--- src/rtl/max_tracking_fifo_assert.svh ---
// Assertion macros for the queue RTL.
`ifndef MAX_TRACKING_FIFO_ASSERT_SVH
`define MAX_TRACKING_FIFO_ASSERT_SVH

// Same-cycle implication, checked outside reset.
`define MTF_ASSERT_IMPLIES(label, ante, cons) \
  label: assert property (@(posedge clk) disable iff (rst) (ante) |-> (cons)) \
    else $error("max_tracking_fifo: same-cycle check failed");

// Next-cycle implication, checked outside reset.
`define MTF_ASSERT_NEXT(label, ante, cons) \
  label: assert property (@(posedge clk) disable iff (rst) (ante) |=> (cons)) \
    else $error("max_tracking_fifo: next-cycle check failed");

`endif

--- src/rtl/mtf_pkg.sv ---
package mtf_pkg;

  // Operation codes on the request channel
  localparam logic [1:0] KIND_PUSH = 2'd0;
  localparam logic [1:0] KIND_POP  = 2'd1;
  localparam logic [1:0] KIND_READ = 2'd2;

  // Result error codes
  localparam logic [1:0] ERR_OK        = 2'd0;
  localparam logic [1:0] ERR_POP_EMPTY = 2'd1;
  localparam logic [1:0] ERR_PUSH_FULL = 2'd2;

  // Per-cell control, built by the top level each cycle
  typedef struct packed {
    logic push_en;   // accepted push that the queue takes
    logic pop_en;    // accepted pop on a non-empty queue
    logic occupied;  // cell holds a live entry
    logic is_tail;   // cell is the first free slot
  } cell_ctrl_t;

endpackage

--- src/rtl/mtf_req_if.sv ---
interface mtf_req_if #(
  parameter int DATA_WIDTH = 32
);
  logic                         valid;
  logic                         ready;
  logic [1:0]                   kind;
  logic signed [DATA_WIDTH-1:0] data_value;

  modport source (output valid, output kind, output data_value, input ready);
  modport sink   (input valid, input kind, input data_value, output ready);
endinterface

--- src/rtl/mtf_res_if.sv ---
interface mtf_res_if #(
  parameter int DATA_WIDTH  = 32,
  parameter int COUNT_WIDTH = 5
);
  logic                         valid;
  logic                         ready;
  logic signed [DATA_WIDTH-1:0] front_value;
  logic signed [DATA_WIDTH-1:0] queue_maximum;
  logic [COUNT_WIDTH-1:0]       entry_count;
  logic                         is_empty;
  logic [1:0]                   error_code;

  modport source (output valid, output front_value, output queue_maximum,
                  output entry_count, output is_empty, output error_code,
                  input ready);
  modport sink   (input valid, input front_value, input queue_maximum,
                  input entry_count, input is_empty, input error_code,
                  output ready);
endinterface

--- src/rtl/mtf_cell.sv ---
module mtf_cell #(
  parameter int DATA_WIDTH = 32
) (
  input  logic                         clk,
  input  mtf_pkg::cell_ctrl_t          ctrl,
  input  logic signed [DATA_WIDTH-1:0] push_value,
  input  logic signed [DATA_WIDTH-1:0] shift_value,
  input  logic signed [DATA_WIDTH-1:0] shift_maximum,
  output logic signed [DATA_WIDTH-1:0] value,
  output logic signed [DATA_WIDTH-1:0] maximum,
  output logic signed [DATA_WIDTH-1:0] value_next,
  output logic signed [DATA_WIDTH-1:0] maximum_next
);

  // Next entry: load on tail push, raise on live push, take neighbor on pop
  always_comb begin
    value_next   = value;
    maximum_next = maximum;
    if (ctrl.push_en) begin
      if (ctrl.is_tail) begin
        value_next   = push_value;
        maximum_next = push_value;
      end else if (ctrl.occupied && (push_value > maximum)) begin
        maximum_next = push_value;
      end
    end else if (ctrl.pop_en) begin
      value_next   = shift_value;
      maximum_next = shift_maximum;
    end
  end

  // Payload only, no reset
  always_ff @(posedge clk) begin
    value   <= value_next;
    maximum <= maximum_next;
  end

endmodule

--- src/rtl/max_tracking_fifo.sv ---
// Max-tracking FIFO: a queue of signed values that also reports its maximum.
// request channel: kind (push, pop, read; code 3 acts as read) and data_value.
// result channel: one result per request, describing the queue after it:
//   oldest value, queue maximum (both zero when empty), entry count,
//   empty flag and error code (pop on empty, push on full; queue unchanged).
// Storage is a row of DEPTH cells; slot 0 is the oldest entry. A push raises
// every live cell's maximum in parallel and loads the tail cell; a pop shifts
// every cell one slot toward the head in the same cycle.
// The result is registered and valid in the cycle after the request is taken.
// Throughput: one request per cycle while results are taken; the single result
// register is the only buffer, so request.ready follows result.ready while a
// result is held. Reset (synchronous, rst high) empties the queue and drops any
// held result; no request is taken while rst is high.
// Cell contents are not cleared and are never shown until written.
// A stalled receiver holds the result and blocks new requests.
`include "max_tracking_fifo_assert.svh"

module max_tracking_fifo #(
  parameter int DEPTH      = 16,
  parameter int DATA_WIDTH = 32
) (
  input logic      clk,
  input logic      rst,
  mtf_req_if.sink  request,
  mtf_res_if.source result
);

  localparam int COUNT_WIDTH = $clog2(DEPTH + 1);

  logic [COUNT_WIDTH-1:0] count;
  logic [COUNT_WIDTH-1:0] count_next;
  logic                   req_fire;
  logic                   full;
  logic                   empty;
  logic                   do_push;
  logic                   do_pop;
  logic [1:0]             err_next;

  logic signed [DATA_WIDTH-1:0] cell_value     [DEPTH];
  logic signed [DATA_WIDTH-1:0] cell_max       [DEPTH];
  logic signed [DATA_WIDTH-1:0] cell_value_nxt [DEPTH];
  logic signed [DATA_WIDTH-1:0] cell_max_nxt   [DEPTH];

  // Handshake and operation decode
  assign request.ready = !rst && (!result.valid || result.ready);
  assign req_fire      = request.valid && request.ready;
  assign full          = (count == COUNT_WIDTH'(DEPTH));
  assign empty         = (count == '0);
  assign do_push       = req_fire && (request.kind == mtf_pkg::KIND_PUSH) && !full;
  assign do_pop        = req_fire && (request.kind == mtf_pkg::KIND_POP) && !empty;

  // Count and error for the result
  always_comb begin
    count_next = count;
    err_next   = mtf_pkg::ERR_OK;
    if (do_push) begin
      count_next = count + COUNT_WIDTH'(1);
    end else if (do_pop) begin
      count_next = count - COUNT_WIDTH'(1);
    end
    if (request.kind == mtf_pkg::KIND_PUSH && full) begin
      err_next = mtf_pkg::ERR_PUSH_FULL;
    end else if (request.kind == mtf_pkg::KIND_POP && empty) begin
      err_next = mtf_pkg::ERR_POP_EMPTY;
    end
  end

  // Row of cells, each but the last fed by its younger neighbor
  for (genvar i = 0; i < DEPTH; i++) begin : g_cell
    mtf_pkg::cell_ctrl_t          ctrl;
    logic signed [DATA_WIDTH-1:0] sh_value;
    logic signed [DATA_WIDTH-1:0] sh_max;

    assign ctrl.push_en  = do_push;
    assign ctrl.pop_en   = do_pop;
    assign ctrl.occupied = (count > COUNT_WIDTH'(i));
    assign ctrl.is_tail  = (count == COUNT_WIDTH'(i));

    if (i == DEPTH - 1) begin : g_last
      assign sh_value = cell_value[i];
      assign sh_max   = cell_max[i];
    end else begin : g_mid
      assign sh_value = cell_value[i+1];
      assign sh_max   = cell_max[i+1];
    end

    mtf_cell #(
      .DATA_WIDTH (DATA_WIDTH)
    ) u_cell (
      .clk           (clk),
      .ctrl          (ctrl),
      .push_value    (request.data_value),
      .shift_value   (sh_value),
      .shift_maximum (sh_max),
      .value         (cell_value[i]),
      .maximum       (cell_max[i]),
      .value_next    (cell_value_nxt[i]),
      .maximum_next  (cell_max_nxt[i])
    );
  end

  // Fill count and result valid
  always_ff @(posedge clk) begin
    if (rst) begin
      count        <= '0;
      result.valid <= 1'b0;
    end else begin
      count <= count_next;
      if (req_fire) begin
        result.valid <= 1'b1;
      end else if (result.ready) begin
        result.valid <= 1'b0;
      end
    end
  end

  // Result payload, taken from the head cell's next state
  always_ff @(posedge clk) begin
    if (req_fire) begin
      result.entry_count <= count_next;
      result.is_empty    <= (count_next == '0);
      result.error_code  <= err_next;
      if (count_next == '0) begin
        result.front_value   <= '0;
        result.queue_maximum <= '0;
      end else begin
        result.front_value   <= cell_value_nxt[0];
        result.queue_maximum <= cell_max_nxt[0];
      end
    end
  end

  // Checks
  `MTF_ASSERT_IMPLIES(a_count_bound, 1'b1, count <= COUNT_WIDTH'(DEPTH))
  `MTF_ASSERT_NEXT(a_push_full, req_fire && request.kind == mtf_pkg::KIND_PUSH && full,
                   result.error_code == mtf_pkg::ERR_PUSH_FULL && $stable(count))
  `MTF_ASSERT_NEXT(a_pop_count, req_fire && request.kind == mtf_pkg::KIND_POP && !empty,
                   count == $past(count) - COUNT_WIDTH'(1))
  `MTF_ASSERT_IMPLIES(a_empty_flag, result.valid, result.is_empty == (result.entry_count == '0))
  `MTF_ASSERT_IMPLIES(a_max_front, result.valid && !result.is_empty,
                      result.queue_maximum >= result.front_value)

endmodule
--- src/flat_wrapper.sv ---
// flat-port wrapper written by rule: the top's interface ports become plain ports
module max_tracking_fifo_flat 
#(
  parameter int DEPTH      = 16,
  parameter int DATA_WIDTH = 32
)
  (clk, rst, request_valid, request_kind, request_data_value, request_ready, result_valid, result_front_value, result_queue_maximum, result_entry_count, result_is_empty, result_error_code, result_ready);
  mtf_req_if #(.DATA_WIDTH(DATA_WIDTH)) request_i ();
  mtf_res_if #(.DATA_WIDTH(DATA_WIDTH)) result_i ();
  input logic clk;
  input logic rst;
  input wire logic [$bits(request_i.valid)-1:0] request_valid;
  input wire logic [$bits(request_i.kind)-1:0] request_kind;
  input wire logic [$bits(request_i.data_value)-1:0] request_data_value;
  output wire logic [$bits(request_i.ready)-1:0] request_ready;
  output wire logic [$bits(result_i.valid)-1:0] result_valid;
  output wire logic [$bits(result_i.front_value)-1:0] result_front_value;
  output wire logic [$bits(result_i.queue_maximum)-1:0] result_queue_maximum;
  output wire logic [$bits(result_i.entry_count)-1:0] result_entry_count;
  output wire logic [$bits(result_i.is_empty)-1:0] result_is_empty;
  output wire logic [$bits(result_i.error_code)-1:0] result_error_code;
  input wire logic [$bits(result_i.ready)-1:0] result_ready;
  assign request_i.valid = request_valid;
  assign request_i.kind = request_kind;
  assign request_i.data_value = request_data_value;
  assign request_ready = request_i.ready;
  assign result_valid = result_i.valid;
  assign result_front_value = result_i.front_value;
  assign result_queue_maximum = result_i.queue_maximum;
  assign result_entry_count = result_i.entry_count;
  assign result_is_empty = result_i.is_empty;
  assign result_error_code = result_i.error_code;
  assign result_i.ready = result_ready;
  max_tracking_fifo #(.DEPTH(DEPTH), .DATA_WIDTH(DATA_WIDTH)) u_core (.clk(clk), .rst(rst), .request(request_i), .result(result_i));
endmodule
--- config.mk ---
export PLATFORM = sky130hd
export DESIGN_NAME = max_tracking_fifo_flat
export DESIGN_NICKNAME = d
export VERILOG_FILES = /design/src/rtl/mtf_pkg.sv /design/src/rtl/mtf_req_if.sv /design/src/rtl/mtf_res_if.sv /design/src/rtl/mtf_cell.sv /design/src/rtl/max_tracking_fifo.sv /design/src/flat_wrapper.sv
export VERILOG_INCLUDE_DIRS = /design/src /design/src/rtl
export SDC_FILE = /design/constraint.sdc
export NUM_CORES = 2
export LEC_CHECK = 0
export ABC_AREA = 1
export BUFFER_PORTS_ARGS = -buffer_cell sky130_fd_sc_hd__clkbuf_2
export CAP_MARGIN = 20
export CORE_MARGIN = 2
export CORE_UTILIZATION = 50
export CTS_CLUSTER_DIAMETER = 200
export DETAILED_ROUTE_END_ITERATION = 16
export PLACE_DENSITY = 0.68
export SLEW_MARGIN = 5
export SYNTH_ARGS = -nofsm -noshare
export SYNTH_HDL_FRONTEND = slang
export SYNTH_SLANG_ARGS = --single-unit
export TNS_END_PERCENT = 50
--- constraint.sdc ---
create_clock -name clk -period 6.2 [get_ports clk]
set_input_delay 1.24 -clock clk [delete_from_list [all_inputs] [get_ports clk]]
set_output_delay 1.24 -clock clk [all_outputs]
set_load 0.05 [all_outputs]
Word level (Yosys, flattened, before mapping)

Index checks and enable logic that the tools add are counted.

Add/subtract/negate cells: 2
Magnitude comparators: 32
Eq/ne operators: 45
Muxes and demuxes: 112
Reductions and logical operators: 65

Operators by type and width:

| kind                                                           | number |
|---|---|
| 2-to-1 mux 32 bit                                              | 107 |
| greater-than comparator 32 bit                                 | 16 |
| AND reduction 2 bit                                            | 30 |
| inequality test 3 bit (second input constant)                  | 14 |
| == test 5 x 4 -> 1 bit (second input constant)                 | 8 |
| greater-than comparator 5 x 4 -> 1 bit (second input constant) | 8 |
| inequality test 2 bit (second input constant)                  | 14 |
| logical AND 1 bit                                              | 24 |
| == test 5 x 3 -> 1 bit (second input constant)                 | 4 |
| greater-than comparator 5 x 3 -> 1 bit (second input constant) | 4 |
| == test 5 x 2 -> 1 bit (second input constant)                 | 2 |
| greater-than comparator 5 x 1 -> 1 bit (second input constant) | 2 |
| greater-than comparator 5 x 2 -> 1 bit (second input constant) | 2 |
| zero test 5 bit                                                | 2 |
| 2-to-1 mux 5 bit                                               | 2 |
| nonzero test 2 bit                                             | 3 |
| adder 5 x 1 -> 5 bit (second input constant)                   | 1 |
| == test 5 x 1 -> 1 bit (second input constant)                 | 1 |
| == test 5 bit (second input constant)                          | 1 |
| subtractor 5 x 1 -> 5 bit (second input constant)              | 1 |
| zero test 1 bit                                                | 4 |
| 2-to-1 mux 1 bit                                               | 3 |
| == test 2 x 1 -> 1 bit (second input constant)                 | 1 |
| zero test 2 bit                                                | 1 |
| logical OR 1 bit                                               | 1 |

Register bits: 1102
Input bits: 38
Output and inout port bits: 74
Word-level logic and storage cells: 295

Logic depth before layout (Yosys ltp)

Word-level depth: 9
Depth in mapped cells: 20
Depth with buffers taken out: 19

Cells and area by module

A second synthesis with hierarchy kept.

Cells, all modules: 10601
Area, all modules: 70400.0 um^2

By module, submodules not included:

| module                                 | instances | cells an instance | area an instance (um^2) | seq. area each (um^2) |
|---|---|---|---|---|
| mtf_cell (u_core.g_cell[0].u_cell ...) | 12        | 641               | 4142.7                  | 1281.2 |
| mtf_cell (u_core.g_cell[6].u_cell ...) | 4         | 640               | 4151.5                  | 1281.2 |
| max_tracking_fifo                      | 1         | 349               | 4081.4                  | 2282.2 |

Worst setup path before layout

Ideal clock, no wire load.

Kind: in2reg
Start point: input port result_ready
End point: register u_core.g_cell[14].u_cell.maximum[0], enable pin
Setup time: 0.389 ns
Arrival time: 6.808 ns
Required time: 5.811 ns
Setup slack: -0.998 ns
Stages: 10
Path through: inv_1 a21oi_2 nand2_1 inv_2 nand3_4 clkbuf_1 clkbuf_1 o21ai_0 inv_1 nand2_1

Word-level cells in the longest chain between the ends: 7
Elaborated cells on any way between the ends: 10
Those cells by class: eq/ne: 1; reduce/logical: 9

RTL lines:

| what                                                                  | line                                             | source |
|---|---|---|
| start: declaration                                                    | flat_wrapper.sv:22                               | `input wire logic [$bits(result_i.ready)-1:0] result_ready;` |
| logical OR 1 bit *                                                    | max_tracking_fifo.sv:45                          | `assign request.ready = !rst && (!result.valid \|\| result.ready);` |
| logical AND 1 bit *                                                   | max_tracking_fifo.sv:45                          |  |
| named net request_ready                                               | flat_wrapper.sv:15                               | `output wire logic [$bits(request_i.ready)-1:0] request_ready;` |
| logical AND 1 bit *                                                   | max_tracking_fifo.sv:46                          | `assign req_fire = request.valid && request.ready;` |
| named net u_core.req_fire                                             | max_tracking_fifo.sv:32                          | `logic req_fire;` |
| logical AND 1 bit (on tied branches) (2 in series)                    | max_tracking_fifo.sv:49, max_tracking_fifo.sv:50 |  |
| inequality test 3 bit (no line) or nonzero test 2 bit (tied branches) | --                                               |  |
| AND reduction 2 bit (no line) *                                       | --                                               |  |
| end signal: assignment                                                | mtf_cell.sv:35                                   | `maximum <= maximum_next;` |
| end: declaration                                                      | mtf_cell.sv:10                                   | `output logic signed [DATA_WIDTH-1:0] maximum,` |

The timed path passes the listed nets; every way through them passes the cells marked *.
A chain may end at the register's enable or synchronous reset.

Worst setup path after layout

Start point: input port request_data_value[31]
End point: register u_core.g_cell[12].u_cell.maximum[12], enable pin

Word-level cells in the longest chain between the ends: 4

RTL lines:

| what                            | line               | source |
|---|---|---|
| start: declaration              | flat_wrapper.sv:14 | `input wire logic [$bits(request_i.data_value)-1:0] request_data_value;` |
| greater-than comparator 32 bit  | mtf_cell.sv:23     | `end else if (ctrl.occupied && (push_value > maximum)) begin` |
| logical AND 1 bit               | mtf_cell.sv:23     |  |
| inequality test 3 bit (no line) | --                 |  |
| AND reduction 2 bit (no line)   | --                 |  |
| end signal: assignment          | mtf_cell.sv:35     |  |
| end: declaration                | mtf_cell.sv:10     |  |

No other way between the ends.

==> impl_results.md <==
* Finish-stage setup viols at 0
* HP Start: u_core.g_cell[0].u_cell.value[12]
* Reg2reg end: u_core.result.front_value[29]
* Hold-fix buffers, CTS at 0
* Hold Vio Cnt, Final at 0
* GR Overflow Total at 0
* Routed WL per cell at about 23 µm
* Post-CTS Setup Bufs at 0
* Yosys cell types at 48
* Synth top area cells: edfxtp_1 (56%), ha_1 (12%), nand2_1 (9.4%)
* Die area at between 100000 and 150000 µm²
* CTS tree: done
* Maximum VDD drop at between 0.0002 and 0.0003 V
* Count leader, synth: nand2_1
* Std-Cell Rows at ~120
* Port Buf Inserts at between 100 and 150
* PD cells at 280 nW/µm²
* Synth Area in XOR/XNOR at less than 1%
* Compound-Gate Fraction of Synth Area at approximately a tenth
* Net Count, Synth at between 5000 and 6000
* Largest net degree at the start of global routing at around 220
* Yosys reg bits at about 1100
* Hold Slack at 447 ps
* Leakage power at about 27 nW
* Combinational share of power at between 10 and 15%
* Commonest cells post-synth: nand2_1 (1373), edfxtp_1 (1032), inv_1 (697)
* Synth top area share at a little under three fifths
* Post-DP HPWL at between 100 and 150 mm
* Worst-path maximum fanout at 17
* Clk root buf: clkbuf_16
* Post-DRT Antenna Nets at 0
* Startpoint types: input pin
* Initial Util at 50.4%
* Clk pwr share at between 30 and 40%
* Adder-Cell Fraction of Synth Area at 11.8%
* Post-Syn Area per Cell at 10.4 µm²
* Total CTS buffers at 110
* Gates resized, CTS repair at 0
* Switching Fraction at about a quarter
* Final critical-path share of the clock period at around 73%
* Ys flop type: edfxtp_1
* Fmax at 0.222 GHz
* Unrepaired setup endpoints after global routing: no
* Setup slack, reg-to-reg at roughly 1900 ps
* Htree depth at 3
* CTS max path bufs at 3
* Initial antenna violation count at 8
* Number of global-route vias before repair at 38735
* Largest family of logic cells by synthesized area: simple AND/OR/NAND/NOR gates
* Seq/Total Area, Yosys at about three fifths
* Synth Area in Simple Gates at about an eighth
* Post-DP Area at roughly 57000 µm²
* Netlist Area Pre-Place at between 50000 and 60000 µm²
* Routed vias at roughly 40000
* Die Span Y at ~340 µm
* Final instance area at between 60000 and 70000 µm²
* Total Power at 17.1 mW
* Arrival time worst endpoint at 4910 ps
* Final Wtd Congestion at roughly 1
* Drt drc at 0
* Die W at 336 µm
* RR Startpoint: u_core.count[0]
* Fillers at about 9200
* Vias per cell at between 5 and 6
* Final wirelength at roughly 160 mm
* Worst-margin pin slew at 1290 ps
* Mux share of post-synthesis cell area at 0%
* Int Pwr at about 13 mW
* Yosys warns at 0
* CTS Sinks at around 1100
* Global-route wire length before repair at between 200 and 250 mm
* Share of cells above drive strength 1 at slightly above 8%
* Synth area leader: edfxtp_1
* Share of synthesized registers carrying an async set or reset at 0%
* Area Growth Syn to Fin at 11.4%
* Max-cap violations at 0
* Finished Core Util at between 50% and 60%
* Clock Skew at 25.9 ps
* Tmin final at about 4500 ps
* GRT Resource Usage Total at between 20% and 30%
* Critical path class: in2reg
* CP Data Required Time at 6600 ps
* Worst min-delay path class: reg2reg
* First-pass DRT Iterations at 7
* Slew Limit Fails at 0
* Setup crit end kind: register
* Status: finished, final reports clean
* Worst hold stages at 2
* Nets at between 5000 and 6000
* Post-synth EDFFs at about 1000
* Ports at 112
* Worst reg-to-reg path cell count at 15
* Iter 0 DRT Violations at between 5000 and 6000
* Setup TNS at 0 ps
* Hold Path End: u_core.g_cell[0].u_cell.value[12]
* Core area at 109000 µm²
* Clock-pin slew on the worst setup and hold paths at around 60 ps
* Psw at 4.39 mW
* Clock latency on the worst-skew pair at between 700 and 800 ps
* Gate Count Post-Synth at between 5000 and 6000
* Worst slew margin at about an eighth
* Register share of total power at between 50% and 60%
## layout make-up
cell class / count / area, µm² / share of cell area, %
antenna: 3 / 7.51 / 0.0123
clock buffer: 138 / 2950 / 4.82
clock inverter: 65 / 602 / 0.983
inverter: 704 / 2650 / 4.33
multi-input combinational: 3272 / 19100 / 31.2
sequential: 1102 / 32400 / 52.9
tap: 1414 / 1770 / 2.89
timing repair buffer: 234 / 1750 / 2.85
## through the flow
| stage | cells | worst slack [ps] |
|---|---|---|
| final | 6932 | 1690 |
| after global routing | 6929 | 1500 |
| after CTS | 6920 | 1830 |
| after detailed placement | 6717 | 1100 |
| after global placement | 6712 | 982 |
| after floorplan | 5290 | -243 |
## cell families (layout without fill, tap and decap cells)
group	after synthesis	in the layout
buffers and inverters	916	1141
flip-flops	1102	1102
XOR/XNOR	3	3
AO/OA/AOI/OAI	994	994
other	0	3
AND/OR/NAND/NOR	1758	1758
adder cells (fa/ha/maj)	517	517
## power by group through the flow
stage               combinational, mW  clock [mW]  sequential (mW)
finish                           1.91        6.66             8.57
floorplan                        1.09           0             8.79
global placement                 1.79           0             8.71
CTS                              1.85        6.72             8.56
detailed placement               1.83           0             8.72
global route                     2.09        7.00             8.59
## worst max-delay path by stage
stage,start,end,slack [ps]
after detailed placement,request_data_value[31],u_core.g_cell[12].u_cell.maximum[3],1100
final,request_data_value[31],u_core.g_cell[12].u_cell.maximum[12],1690
after CTS,request_data_value[31],u_core.g_cell[12].u_cell.maximum[2],1830
after global routing,request_data_value[31],u_core.g_cell[12].u_cell.maximum[2],1500
after floorplan,result_ready,u_core.g_cell[2].u_cell.maximum[0],-240
after global placement,request_data_value[30],u_core.g_cell[12].u_cell.maximum[3],980
## registers in the layout, summed over array words and instances, names as in the netlist
register                      count
u_core.count                      5
u_core.g_cell.u_cell.maximum    512
u_core.g_cell.u_cell.value      512
u_core.result.entry_count         5
u_core.result.error_code          2
u_core.result.front_value        32
u_core.result.is_empty            1
u_core.result.queue_maximum      32
u_core.result.valid               1
## critical path: stages
cell and delay [ps]:
clkbuf_2 340, ha_1 600, nand4_1 190, nor3_1 460
nor4b_1 710, nand2_1 160, nand3_1 110, nand3_1 70
nand2_1 620, buf_4 380
## cell usage in the layout, fill, tap and decap left out, drive strengths merged, types with 4 or more instances in the layout
cell type | netlist | final
clkbuf | 92 | 251
a22oi | 32 | 32
nand4 | 61 | 61
nor3 | 34 | 34
o21bai | 4 | 4
inv | 704 | 708
a31oi | 13 | 13
dfxtp | 70 | 70
buf | 120 | 121
ha | 517 | 517
o21ai | 558 | 558
a21oi | 318 | 318
o221ai | 8 | 8
clkinv | 0 | 50
nor4 | 19 | 19
a211oi | 9 | 9
nand3 | 126 | 126
a21o | 4 | 4
bufinv | 0 | 9
nand2 | 1377 | 1377
edfxtp | 1032 | 1032
o211ai | 23 | 23
nor2 | 134 | 134
o21a | 12 | 12
## layer usage
metal / GRT usage, % / share of wire (%) / vias to the layer above / routed length, µm
met5: 0 / 0.014 / - / 23
met4: 11.6 / 4.2 / 4 / 6760
met3: 6.70 / 11 / 373 / 16800
met2: 43.0 / 44 / 1942 / 70400
met1: 38.1 / 41 / 19467 / 65100
li1: - / - / 18423 / -
Power figures use the tool's default switching activity.
